File: src/rtl/core/aesctr_pkg.sv
// shared types, s-box table and round functions for the aes-128 ctr engine
// no dependencies
package aesctr_pkg;

  localparam int unsigned NumRounds = 10;
  localparam int unsigned BlockW    = 128;
  localparam int unsigned HalfW     = 64;
  localparam int unsigned CountW    = 5;
  localparam int unsigned MaxBytes  = 16;
  localparam int unsigned StepW     = 4;
  localparam int unsigned IndexW    = 8;

  localparam logic [IndexW-1:0] RegKeyHigh   = 8'd0;
  localparam logic [IndexW-1:0] RegKeyLow    = 8'd1;
  localparam logic [IndexW-1:0] RegNonceHigh = 8'd2;
  localparam logic [IndexW-1:0] RegNonceLow  = 8'd3;

  typedef logic [BlockW-1:0] block_t;

  // data and byte count riding along with the keystream
  typedef struct packed {
    logic [HalfW-1:0]  data_high;
    logic [HalfW-1:0]  data_low;
    logic [CountW-1:0] nbytes;
  } side_t;

  localparam logic [7:0] Sbox [256] = '{
    8'h63,8'h7c,8'h77,8'h7b,8'hf2,8'h6b,8'h6f,8'hc5,8'h30,8'h01,8'h67,8'h2b,8'hfe,8'hd7,8'hab,8'h76,
    8'hca,8'h82,8'hc9,8'h7d,8'hfa,8'h59,8'h47,8'hf0,8'had,8'hd4,8'ha2,8'haf,8'h9c,8'ha4,8'h72,8'hc0,
    8'hb7,8'hfd,8'h93,8'h26,8'h36,8'h3f,8'hf7,8'hcc,8'h34,8'ha5,8'he5,8'hf1,8'h71,8'hd8,8'h31,8'h15,
    8'h04,8'hc7,8'h23,8'hc3,8'h18,8'h96,8'h05,8'h9a,8'h07,8'h12,8'h80,8'he2,8'heb,8'h27,8'hb2,8'h75,
    8'h09,8'h83,8'h2c,8'h1a,8'h1b,8'h6e,8'h5a,8'ha0,8'h52,8'h3b,8'hd6,8'hb3,8'h29,8'he3,8'h2f,8'h84,
    8'h53,8'hd1,8'h00,8'hed,8'h20,8'hfc,8'hb1,8'h5b,8'h6a,8'hcb,8'hbe,8'h39,8'h4a,8'h4c,8'h58,8'hcf,
    8'hd0,8'hef,8'haa,8'hfb,8'h43,8'h4d,8'h33,8'h85,8'h45,8'hf9,8'h02,8'h7f,8'h50,8'h3c,8'h9f,8'ha8,
    8'h51,8'ha3,8'h40,8'h8f,8'h92,8'h9d,8'h38,8'hf5,8'hbc,8'hb6,8'hda,8'h21,8'h10,8'hff,8'hf3,8'hd2,
    8'hcd,8'h0c,8'h13,8'hec,8'h5f,8'h97,8'h44,8'h17,8'hc4,8'ha7,8'h7e,8'h3d,8'h64,8'h5d,8'h19,8'h73,
    8'h60,8'h81,8'h4f,8'hdc,8'h22,8'h2a,8'h90,8'h88,8'h46,8'hee,8'hb8,8'h14,8'hde,8'h5e,8'h0b,8'hdb,
    8'he0,8'h32,8'h3a,8'h0a,8'h49,8'h06,8'h24,8'h5c,8'hc2,8'hd3,8'hac,8'h62,8'h91,8'h95,8'he4,8'h79,
    8'he7,8'hc8,8'h37,8'h6d,8'h8d,8'hd5,8'h4e,8'ha9,8'h6c,8'h56,8'hf4,8'hea,8'h65,8'h7a,8'hae,8'h08,
    8'hba,8'h78,8'h25,8'h2e,8'h1c,8'ha6,8'hb4,8'hc6,8'he8,8'hdd,8'h74,8'h1f,8'h4b,8'hbd,8'h8b,8'h8a,
    8'h70,8'h3e,8'hb5,8'h66,8'h48,8'h03,8'hf6,8'h0e,8'h61,8'h35,8'h57,8'hb9,8'h86,8'hc1,8'h1d,8'h9e,
    8'he1,8'hf8,8'h98,8'h11,8'h69,8'hd9,8'h8e,8'h94,8'h9b,8'h1e,8'h87,8'he9,8'hce,8'h55,8'h28,8'hdf,
    8'h8c,8'ha1,8'h89,8'h0d,8'hbf,8'he6,8'h42,8'h68,8'h41,8'h99,8'h2d,8'h0f,8'hb0,8'h54,8'hbb,8'h16
  };

  function automatic logic [7:0] gf_double(logic [7:0] a);
    return {a[6:0], 1'b0} ^ (a[7] ? 8'h1b : 8'h00);
  endfunction

  // byte k of a block, byte 0 in the top bits
  function automatic logic [7:0] get_byte(block_t v, int unsigned k);
    return v[BlockW-1-8*k -: 8];
  endfunction

  function automatic block_t sub_shift(block_t s);
    block_t t;
    t = '0;
    for (int unsigned c = 0; c < 4; c++) begin
      for (int unsigned r = 0; r < 4; r++) begin
        t[BlockW-1-8*(r+4*c) -: 8] = Sbox[get_byte(s, r + 4*((c + r) % 4))];
      end
    end
    return t;
  endfunction

  function automatic block_t mix_columns(block_t s);
    block_t t;
    logic [7:0] a0, a1, a2, a3, all;
    t = '0;
    for (int unsigned c = 0; c < 4; c++) begin
      a0  = get_byte(s, 4*c);
      a1  = get_byte(s, 4*c+1);
      a2  = get_byte(s, 4*c+2);
      a3  = get_byte(s, 4*c+3);
      all = a0 ^ a1 ^ a2 ^ a3;
      t[BlockW-1-8*(4*c)   -: 8] = a0 ^ all ^ gf_double(a0 ^ a1);
      t[BlockW-1-8*(4*c+1) -: 8] = a1 ^ all ^ gf_double(a1 ^ a2);
      t[BlockW-1-8*(4*c+2) -: 8] = a2 ^ all ^ gf_double(a2 ^ a3);
      t[BlockW-1-8*(4*c+3) -: 8] = a3 ^ all ^ gf_double(a3 ^ a0);
    end
    return t;
  endfunction

endpackage

File: src/rtl/core/aesctr_key_exp.sv
// key registers and sequential round key expansion, one round key per cycle
// depends on aesctr_pkg
module aesctr_key_exp (
  input  logic                        clk_i,
  input  logic                        rst_ni,
  input  logic                        key_wr_i,
  input  logic                        key_sel_low_i,
  input  logic [aesctr_pkg::HalfW-1:0] key_data_i,
  output logic                        busy_o,
  output aesctr_pkg::block_t          round_key_o [aesctr_pkg::NumRounds+1]
);
  import aesctr_pkg::*;

  logic [HalfW-1:0] key_high_q, key_low_q;
  block_t           prev_q, next_key;
  logic [7:0]       rcon_q;
  logic [StepW-1:0] step_q;
  logic             busy_q;
  block_t           rk_q [NumRounds+1];
  logic [31:0]      rot, subw, w0, w1, w2, w3;

  always_comb begin
    rot  = {prev_q[23:0], prev_q[31:24]};
    subw = {Sbox[rot[31:24]], Sbox[rot[23:16]], Sbox[rot[15:8]], Sbox[rot[7:0]]};
    w0   = prev_q[127:96] ^ subw ^ {rcon_q, 24'h0};
    w1   = prev_q[95:64] ^ w0;
    w2   = prev_q[63:32] ^ w1;
    w3   = prev_q[31:0] ^ w2;
    next_key = {w0, w1, w2, w3};
  end

  // expansion restarts on reset and on every key request
  always_ff @(posedge clk_i or negedge rst_ni) begin
    if (!rst_ni) begin
      key_high_q <= '0;
      key_low_q  <= '0;
      prev_q     <= '0;
      rcon_q     <= 8'h01;
      step_q     <= '0;
      busy_q     <= 1'b1;
    end else if (key_wr_i) begin
      if (key_sel_low_i) begin
        key_low_q <= key_data_i;
        prev_q    <= {key_high_q, key_data_i};
      end else begin
        key_high_q <= key_data_i;
        prev_q     <= {key_data_i, key_low_q};
      end
      rcon_q <= 8'h01;
      step_q <= '0;
      busy_q <= 1'b1;
    end else if (busy_q) begin
      if (step_q != '0) begin
        prev_q <= next_key;
        rcon_q <= gf_double(rcon_q);
      end
      if (step_q == StepW'(NumRounds)) begin
        busy_q <= 1'b0;
      end
      step_q <= step_q + 1'b1;
    end
  end

  always_ff @(posedge clk_i) begin
    if (busy_q && !key_wr_i) begin
      rk_q[step_q] <= (step_q == '0) ? prev_q : next_key;
    end
  end

  assign busy_o      = busy_q;
  assign round_key_o = rk_q;

  a_step_range: assert property (@(posedge clk_i) disable iff (!rst_ni)
    busy_q |-> step_q <= StepW'(NumRounds))
    else $error("expansion step out of range");
  a_done: assert property (@(posedge clk_i) disable iff (!rst_ni)
    busy_q && !key_wr_i && step_q == StepW'(NumRounds) |=> !busy_q)
    else $error("expansion did not finish");
  a_restart: assert property (@(posedge clk_i) disable iff (!rst_ni)
    key_wr_i |=> busy_q && step_q == '0)
    else $error("key request did not restart expansion");
endmodule

File: config.mk
export PLATFORM = sky130hd
export DESIGN_NAME = aesctr_key_exp
export DESIGN_NICKNAME = d
export VERILOG_FILES = /design/src/rtl/core/aesctr_pkg.sv /design/src/rtl/core/aesctr_key_exp.sv
export SDC_FILE = /design/constraint.sdc
export NUM_CORES = 2
export LEC_CHECK = 0
export ABC_AREA = 1
export BUFFER_PORTS_ARGS = -buffer_cell sky130_fd_sc_hd__buf_4
export CORE_AREA = 2 2 581 583
export CTS_CLUSTER_SIZE = 20
export DETAILED_ROUTE_END_ITERATION = 6
export DIE_AREA = 0 0 583 585
export RECOVER_POWER = 100
export REMOVE_ABC_BUFFERS = 1
export SLEW_MARGIN = 20
export SYNTH_ARGS = -nofsm -noshare
export SYNTH_HDL_FRONTEND = slang
export SYNTH_SLANG_ARGS = --single-unit
File: constraint.sdc
create_clock -name clk_i -period 9.57 [get_ports clk_i]
set_input_delay 0 -clock clk_i [delete_from_list [all_inputs] [get_ports clk_i]]
set_output_delay 0 -clock clk_i [all_outputs]
set_load 0.01 [all_outputs]
After elaboration in Yosys (flattened, before gate mapping)

Memories as Yosys holds them, arrays and structs flattened.
Cells that the tools add are included.

Bits in registers: 1677
ROM bits: 8192
Output and inout bits: 1409
Logic and storage cells: 76
Memories: 4

Add/sub/neg operators: 1
Order comparisons: 6
Equal/unequal tests: 1
Multiplexer cells: 25
Bitwise logic cells: 12
Reductions and logical operators: 10

Memories:

| memory           | words | width | rd ports | clocked after memory_dff | wr ports | line                 | RTL |
|---|---|---|---|---|---|---|---|
| (name not given) | 256   | 8     | 1        | 0                        | 0        | aesctr_key_exp.sv:24 | `subw = {Sbox[rot[31:24]], Sbox[rot[23:16]], Sbox[rot[15:8]], Sbox[rot[7:0]]};` |
| (name not given) | 256   | 8     | 1        | 0                        | 0        | aesctr_key_exp.sv:24 |  |
| (name not given) | 256   | 8     | 1        | 0                        | 0        | aesctr_key_exp.sv:24 |  |
| (name not given) | 256   | 8     | 1        | 0                        | 0        | aesctr_key_exp.sv:24 |  |

Operator list:

| kind                                                      | count |
|---|---|
| bitwise mux 1408 bit                                      | 1 |
| 2-to-1 mux 128 bit                                        | 6 |
| demux 128 bit (select 4 bit)                              | 1 |
| bitwise XOR 32 bit                                        | 5 |
| 2-to-1 mux 8 bit                                          | 11 |
| greater-or-equal comparator 9 bit (second input constant) | 4 |
| NOT 8 -> 9 bit                                            | 4 |
| 2-to-1 mux 4 bit                                          | 2 |
| bitwise XOR 8 x 5 -> 8 bit                                | 1 |
| AND reduction 2 bit                                       | 3 |
| greater-or-equal comparator 5 bit (second input constant) | 1 |
| < comparator 5 x 1 -> 1 bit (second input constant)       | 1 |
| 2-to-1 mux 5 bit                                          | 1 |
| NOT 4 -> 5 bit                                            | 1 |
| adder 4 x 1 -> 4 bit (second input constant)              | 1 |
| == test 4 bit (second input constant)                     | 1 |
| zero test 4 bit                                           | 1 |
| nonzero test 2 bit                                        | 2 |
| nonzero test 4 bit                                        | 1 |
| 2-to-1 mux 1 bit                                          | 3 |
| logical AND 1 bit                                         | 2 |
| zero test 1 bit                                           | 1 |
| NOT 1 bit                                                 | 1 |

Logic depth before layout (Yosys ltp)

Depth in word-level cells: 12
Mapped depth: 23

Worst setup path before layout

No wires, ideal clock.

Path kind: reg-to-reg
Start point: register busy_q, in the netlist busy_o
End point: register rk_q (netlist bit round_key_o[1000]) (enable)
Library setup time: 0.773 ns
Arrival time: 9.364 ns
Required time: 8.797 ns
Setup slack: -0.567 ns
Stages on the path, launching flop included: 3
Path buffers: 0
Period minus slack after synthesis: 10.137 ns
Path through: dfstp_2 -> nand2_1 -> nor3_1

Longest elaborated chain between the ends: 1

RTL lines:

| item                            | line                 | RTL |
|---|---|---|
| from (decl)                     | aesctr_key_exp.sv:18 | `logic busy_q;` |
| from (signal assigned)          | aesctr_key_exp.sv:40 | `busy_q <= 1'b1;` |
| from (signal assigned)          | aesctr_key_exp.sv:51 | `busy_q <= 1'b1;` |
| from (signal assigned)          | aesctr_key_exp.sv:58 | `busy_q <= 1'b0;` |
| logical AND 1 bit               | aesctr_key_exp.sv:65 | `if (busy_q && !key_wr_i) begin` |
| to (signal, indexed assignment) | aesctr_key_exp.sv:66 | `rk_q[step_q] <= (step_q == '0) ? prev_q : next_key;` |
| to (decl)                       | aesctr_key_exp.sv:19 | `block_t rk_q [NumRounds+1];` |

No other way between the ends.
A chain may end at the register's enable or synchronous reset.

Final worst setup path

Start point: register prev_q[19]
End point: register rk_q (netlist bit round_key_o[478]), data pin

Longest elaborated chain between the ends: 9

RTL lines:

| item                                                 | line                 | RTL |
|---|---|---|
| from (decl)                                          | aesctr_key_exp.sv:15 | `block_t prev_q, next_key;` |
| from (signal assigned)                               | aesctr_key_exp.sv:44 | `prev_q <= {key_high_q, key_data_i};` |
| from (signal assigned)                               | aesctr_key_exp.sv:47 | `prev_q <= {key_data_i, key_low_q};` |
| from (signal assigned)                               | aesctr_key_exp.sv:54 | `prev_q <= next_key;` |
| NOT 8 -> 9 bit (implied by the code)                 | aesctr_key_exp.sv:24 |  |
| memory (256 x 8 bit)                                 | -                    |  |
| 2-to-1 mux 8 bit (implied by the code) (2 in series) | aesctr_key_exp.sv:24 |  |
| bitwise XOR 32 bit (2 in series)                     | aesctr_key_exp.sv:25 | `w0 = prev_q[127:96] ^ subw ^ {rcon_q, 24'h0};` |
| bitwise XOR 32 bit                                   | aesctr_key_exp.sv:26 | `w1 = prev_q[95:64] ^ w0;` |
| 2-to-1 mux 128 bit                                   | aesctr_key_exp.sv:66 |  |
| bitwise mux 1408 bit                                 | aesctr_key_exp.sv:66 |  |

No other way between the ends. The select of a mux whose other input is x is not followed.

==> results_dict.tcl <==
set metrics [dict create \
    status "finished with violations" \
    cts_buffer_depth 4 \
    yosys.area_share.xor_xnor 0.00565 \
    fp.coreArea_um2 335000 \
    worst_path_most_repeated_cell "nand2_1" \
    die_y_um 585 \
    num_rows 213 \
    grt_pass1_vias 52358 \
    vdd_drop_max_mv 0.212 \
    clk_latency_ns 0.90 \
    ios 1477 \
    arrival_ns 7.67 \
    dieArea_um2 341000 \
    first_pass_iters 7 \
    seq_area_frac_synth 0.702 \
    rsz0062_at_grt "no" \
    die_w_um 583 \
    cp-startpoint "prev_q[19]" \
    layout.nets 7731 \
    synth_warnings 0 \
    worstMarginPinSlew_ns 4.61 \
    critPathMaxStageDelay_ns 1.39 \
    crit_path_max_fanout 59 \
    path_cells "buf_4 -> clkinvlp_2 -> clkbuf_1 -> a21oi_1 -> nand2_1 -> nand2_1 -> nand3_1 -> nand3_1 -> nand3_1 -> nand2_1 -> nand2_1 -> nand2_1 -> nand2_1 -> nand2_1 -> o21ai_0 -> inv_1 -> clkbuf_1" \
    cp-endpoint "round_key_o[478]" \
    io_buffers 1476 \
    r2r_start "prev_q[19]" \
    yosys.area_share.simple 0.183 \
    crit_family "buffers and inverters" \
    grt_start_max_net_pins 82 \
    postCtsResizedCells 0 \
    ys_types 45 \
    antenna_found_initial 77 \
    slew_viol_final 2306 \
    hold_path_class "input pin to register" \
    yosysTopAreaCellShare 0.606 \
    root_buffer "clkbuf_16" \
    fin_crit_ns 7.29 \
    reg2reg_depth 17 \
    regToRegSetupSlack_ns 2.28 \
    cts_setup_buffers 0 \
    grt.total_usage 0.171 \
    p_leak_nw 31.8 \
    overflow 0 \
    areaGrowthSynthToFinish_pct 25.2 \
    stdcell_area_um2 87400 \
    fin_skew_ns 0.0696 \
    routed_wl_mm 308 \
    cp-start-kind "register" \
    h-tree-depth 4 \
    cts_made_buffers 190 \
    fin_setup_tns_ns 0 \
    power_density_nw_per_um2 381 \
    ant_nets 0 \
    ys_ff_latch 1677 \
    cts.clk_slew.worst_paths_ns 0.05 \
    fin_crit_sh 0.762 \
    r2r-end "round_key_o[478]" \
    hold_viol_final 0 \
    drc 4 \
    violations "design-rule violations, max-capacitance violations, max-slew violations" \
    mostFrequentLayoutCell "clkbuf_1" \
    max_slew_margin -2.08 \
    path_class "register to register" \
    synth_cells 5994 \
    start_util 0.208 \
    crit_cells 17 \
    post-route-util 0.261 \
    drive_gt1_frac 0.0669 \
    crit_required_ns 9.95 \
    fmax_mhz 137 \
    gp_congestion 0.958 \
    cts.sinks 1677 \
    syn_avg_cell_area_um2 11.6 \
    finalPower_w 0.0333 \
    netlist_area_um2 69800 \
    yosysTopAreaCell "edfxtp_1" \
    via_count 55179 \
    cts_tree "yes" \
    place_area_um2 86300 \
    endpoint_kind "register" \
    vias_per_cell 4.53 \
    place_hpwl_mm 214 \
    synthMuxAreaShare 0 \
    worstPathBufferInverterCount 5 \
    num-fill-cells 36175 \
    avgRoutedWirePerCell_um 25.3 \
    fin_ws_ns 2.28 \
    drt_iter0_markers 5340 \
    place_ws_ns 4.65 \
    setup_viol 0 \
    layout_common_cells "clkbuf_1 (1,544), edfxtp_1 (1,408), nand2_1 (1,355)" \
    cap_viol_max_count 82 \
    synth_top_family_by_area "simple AND/OR/NAND/NOR gates" \
    grt_pass1_wl_mm 417 \
    crit_path_top_delay_cell "clkbuf_1" \
    synth_compound_area_frac 0.0563 \
    synth_area_leaders "edfxtp_1 (61%), dfrtp_1 (9.6%), nand3_1 (8.5%)" \
    synth_fa_ha_area_frac 0.0108 \
]
-- cells by family (layout without fill, tap and decap cells) --
| kind of cell | count (synthesis) | after routing |
|---|---|---|
| flops | 1677 | 1677 |
| other cells | 0 | 30 |
| xor+xnor | 45 | 45 |
| compound gates | 678 | 678 |
| buf+inv | 658 | 2418 |
| simple gates | 2876 | 2876 |
| fa+ha+maj | 60 | 60 |
-- sequential cells by signal, summed over array words and instances (netlist names) --
name,count
step_q,4
key_high_q,64
key_low_q,64
round_key_o,1408
prev_q,128
busy_o,1
rcon_q,8
-- synth_stat cells (all sizes together) --
cell type	n
edfxtp	1408
o21ai	320
dfrtp	267
dfstp	2
o211ai	13
a21oi	177
a21o	1
clkbuf	125
a22oi	50
nand3b	7
ha	60
xnor2	1
a31oi	40
o31ai	1
a32oi	1
nor4	1
a211oi	6
o22ai	2
inv	332
buf	194
a221oi	67
nand2	1391
nor3	3
xor2	44
nand3	1210
nor2	249
nand4	12
or2	3
clkinv	7
-- routing by layer --
metal	part of all wire	GRT usage	vias to the layer above
li1	-	-	24548
met1	0.41	0.218	27122
met2	0.46	0.281	2938
met3	0.088	0.0395	553
met4	0.041	0.0649	18
met5	0.00041	0	-
-- worst min-delay path by stage --
stage | end | cells past startpoint | slack (ns) | startpoint
floorplan | key_high_q[0] | 0 | -0.30 | rst_ni
global placement | step_q[3] | 1 | 0.04 | rst_ni
detailed placement | step_q[3] | 1 | 0.04 | rst_ni
CTS | key_high_q[4] | 4 | 0.003 | key_data_i[4]
global route | key_high_q[11] | 4 | 0.03 | key_data_i[11]
finish | key_low_q[14] | 4 | 0.03 | key_data_i[14]
-- power by group --
part | switching [W] | internal [W] | total [W]
combinational | 0.0118 | 0.00326 | 0.0151
sequential | 0.000529 | 0.0106 | 0.0112
clock | 0.00312 | 0.00394 | 0.00706
total | 0.0155 | 0.0178 | 0.0333
-- timing repair --
action                                 4_1_cts  5_1_grt
hold buffers                               113        0
setup endpoints to repair                    0        0
endpoints found under the hold margin      488        0
-- worst min-delay path, stage by stage --
cell	delay, ns
dlygate4sd3_1	0.61
buf_4	0.15
nand2_1	0.05
nand2_1	0.04
-- stage by stage --
stage / cells / hold WS (ns)
detailed placement: 11705 / 0.0378
floorplan: 5675 / -0.296
global placement: 11705 / 0.0420
CTS: 12161 / 0.00292
finish: 12191 / 0.0330
global route: 12168 / 0.0335
-- cell type report --
cell class                      count  area (um^2)  area share
Timing Repair Buffer             1736         7680      0.0879
Clock inverter                    110          968      0.0111
Multi-Input combinational cell   3659        17900       0.204
Tap cell                         4407         5510      0.0631
Clock buffer                      233         4970      0.0569
Inverter                          339         1290      0.0148
Antenna cell                       30         75.1    0.000859
Sequential cell                  1677        49000       0.561
(Power assumes the default switching activity.)
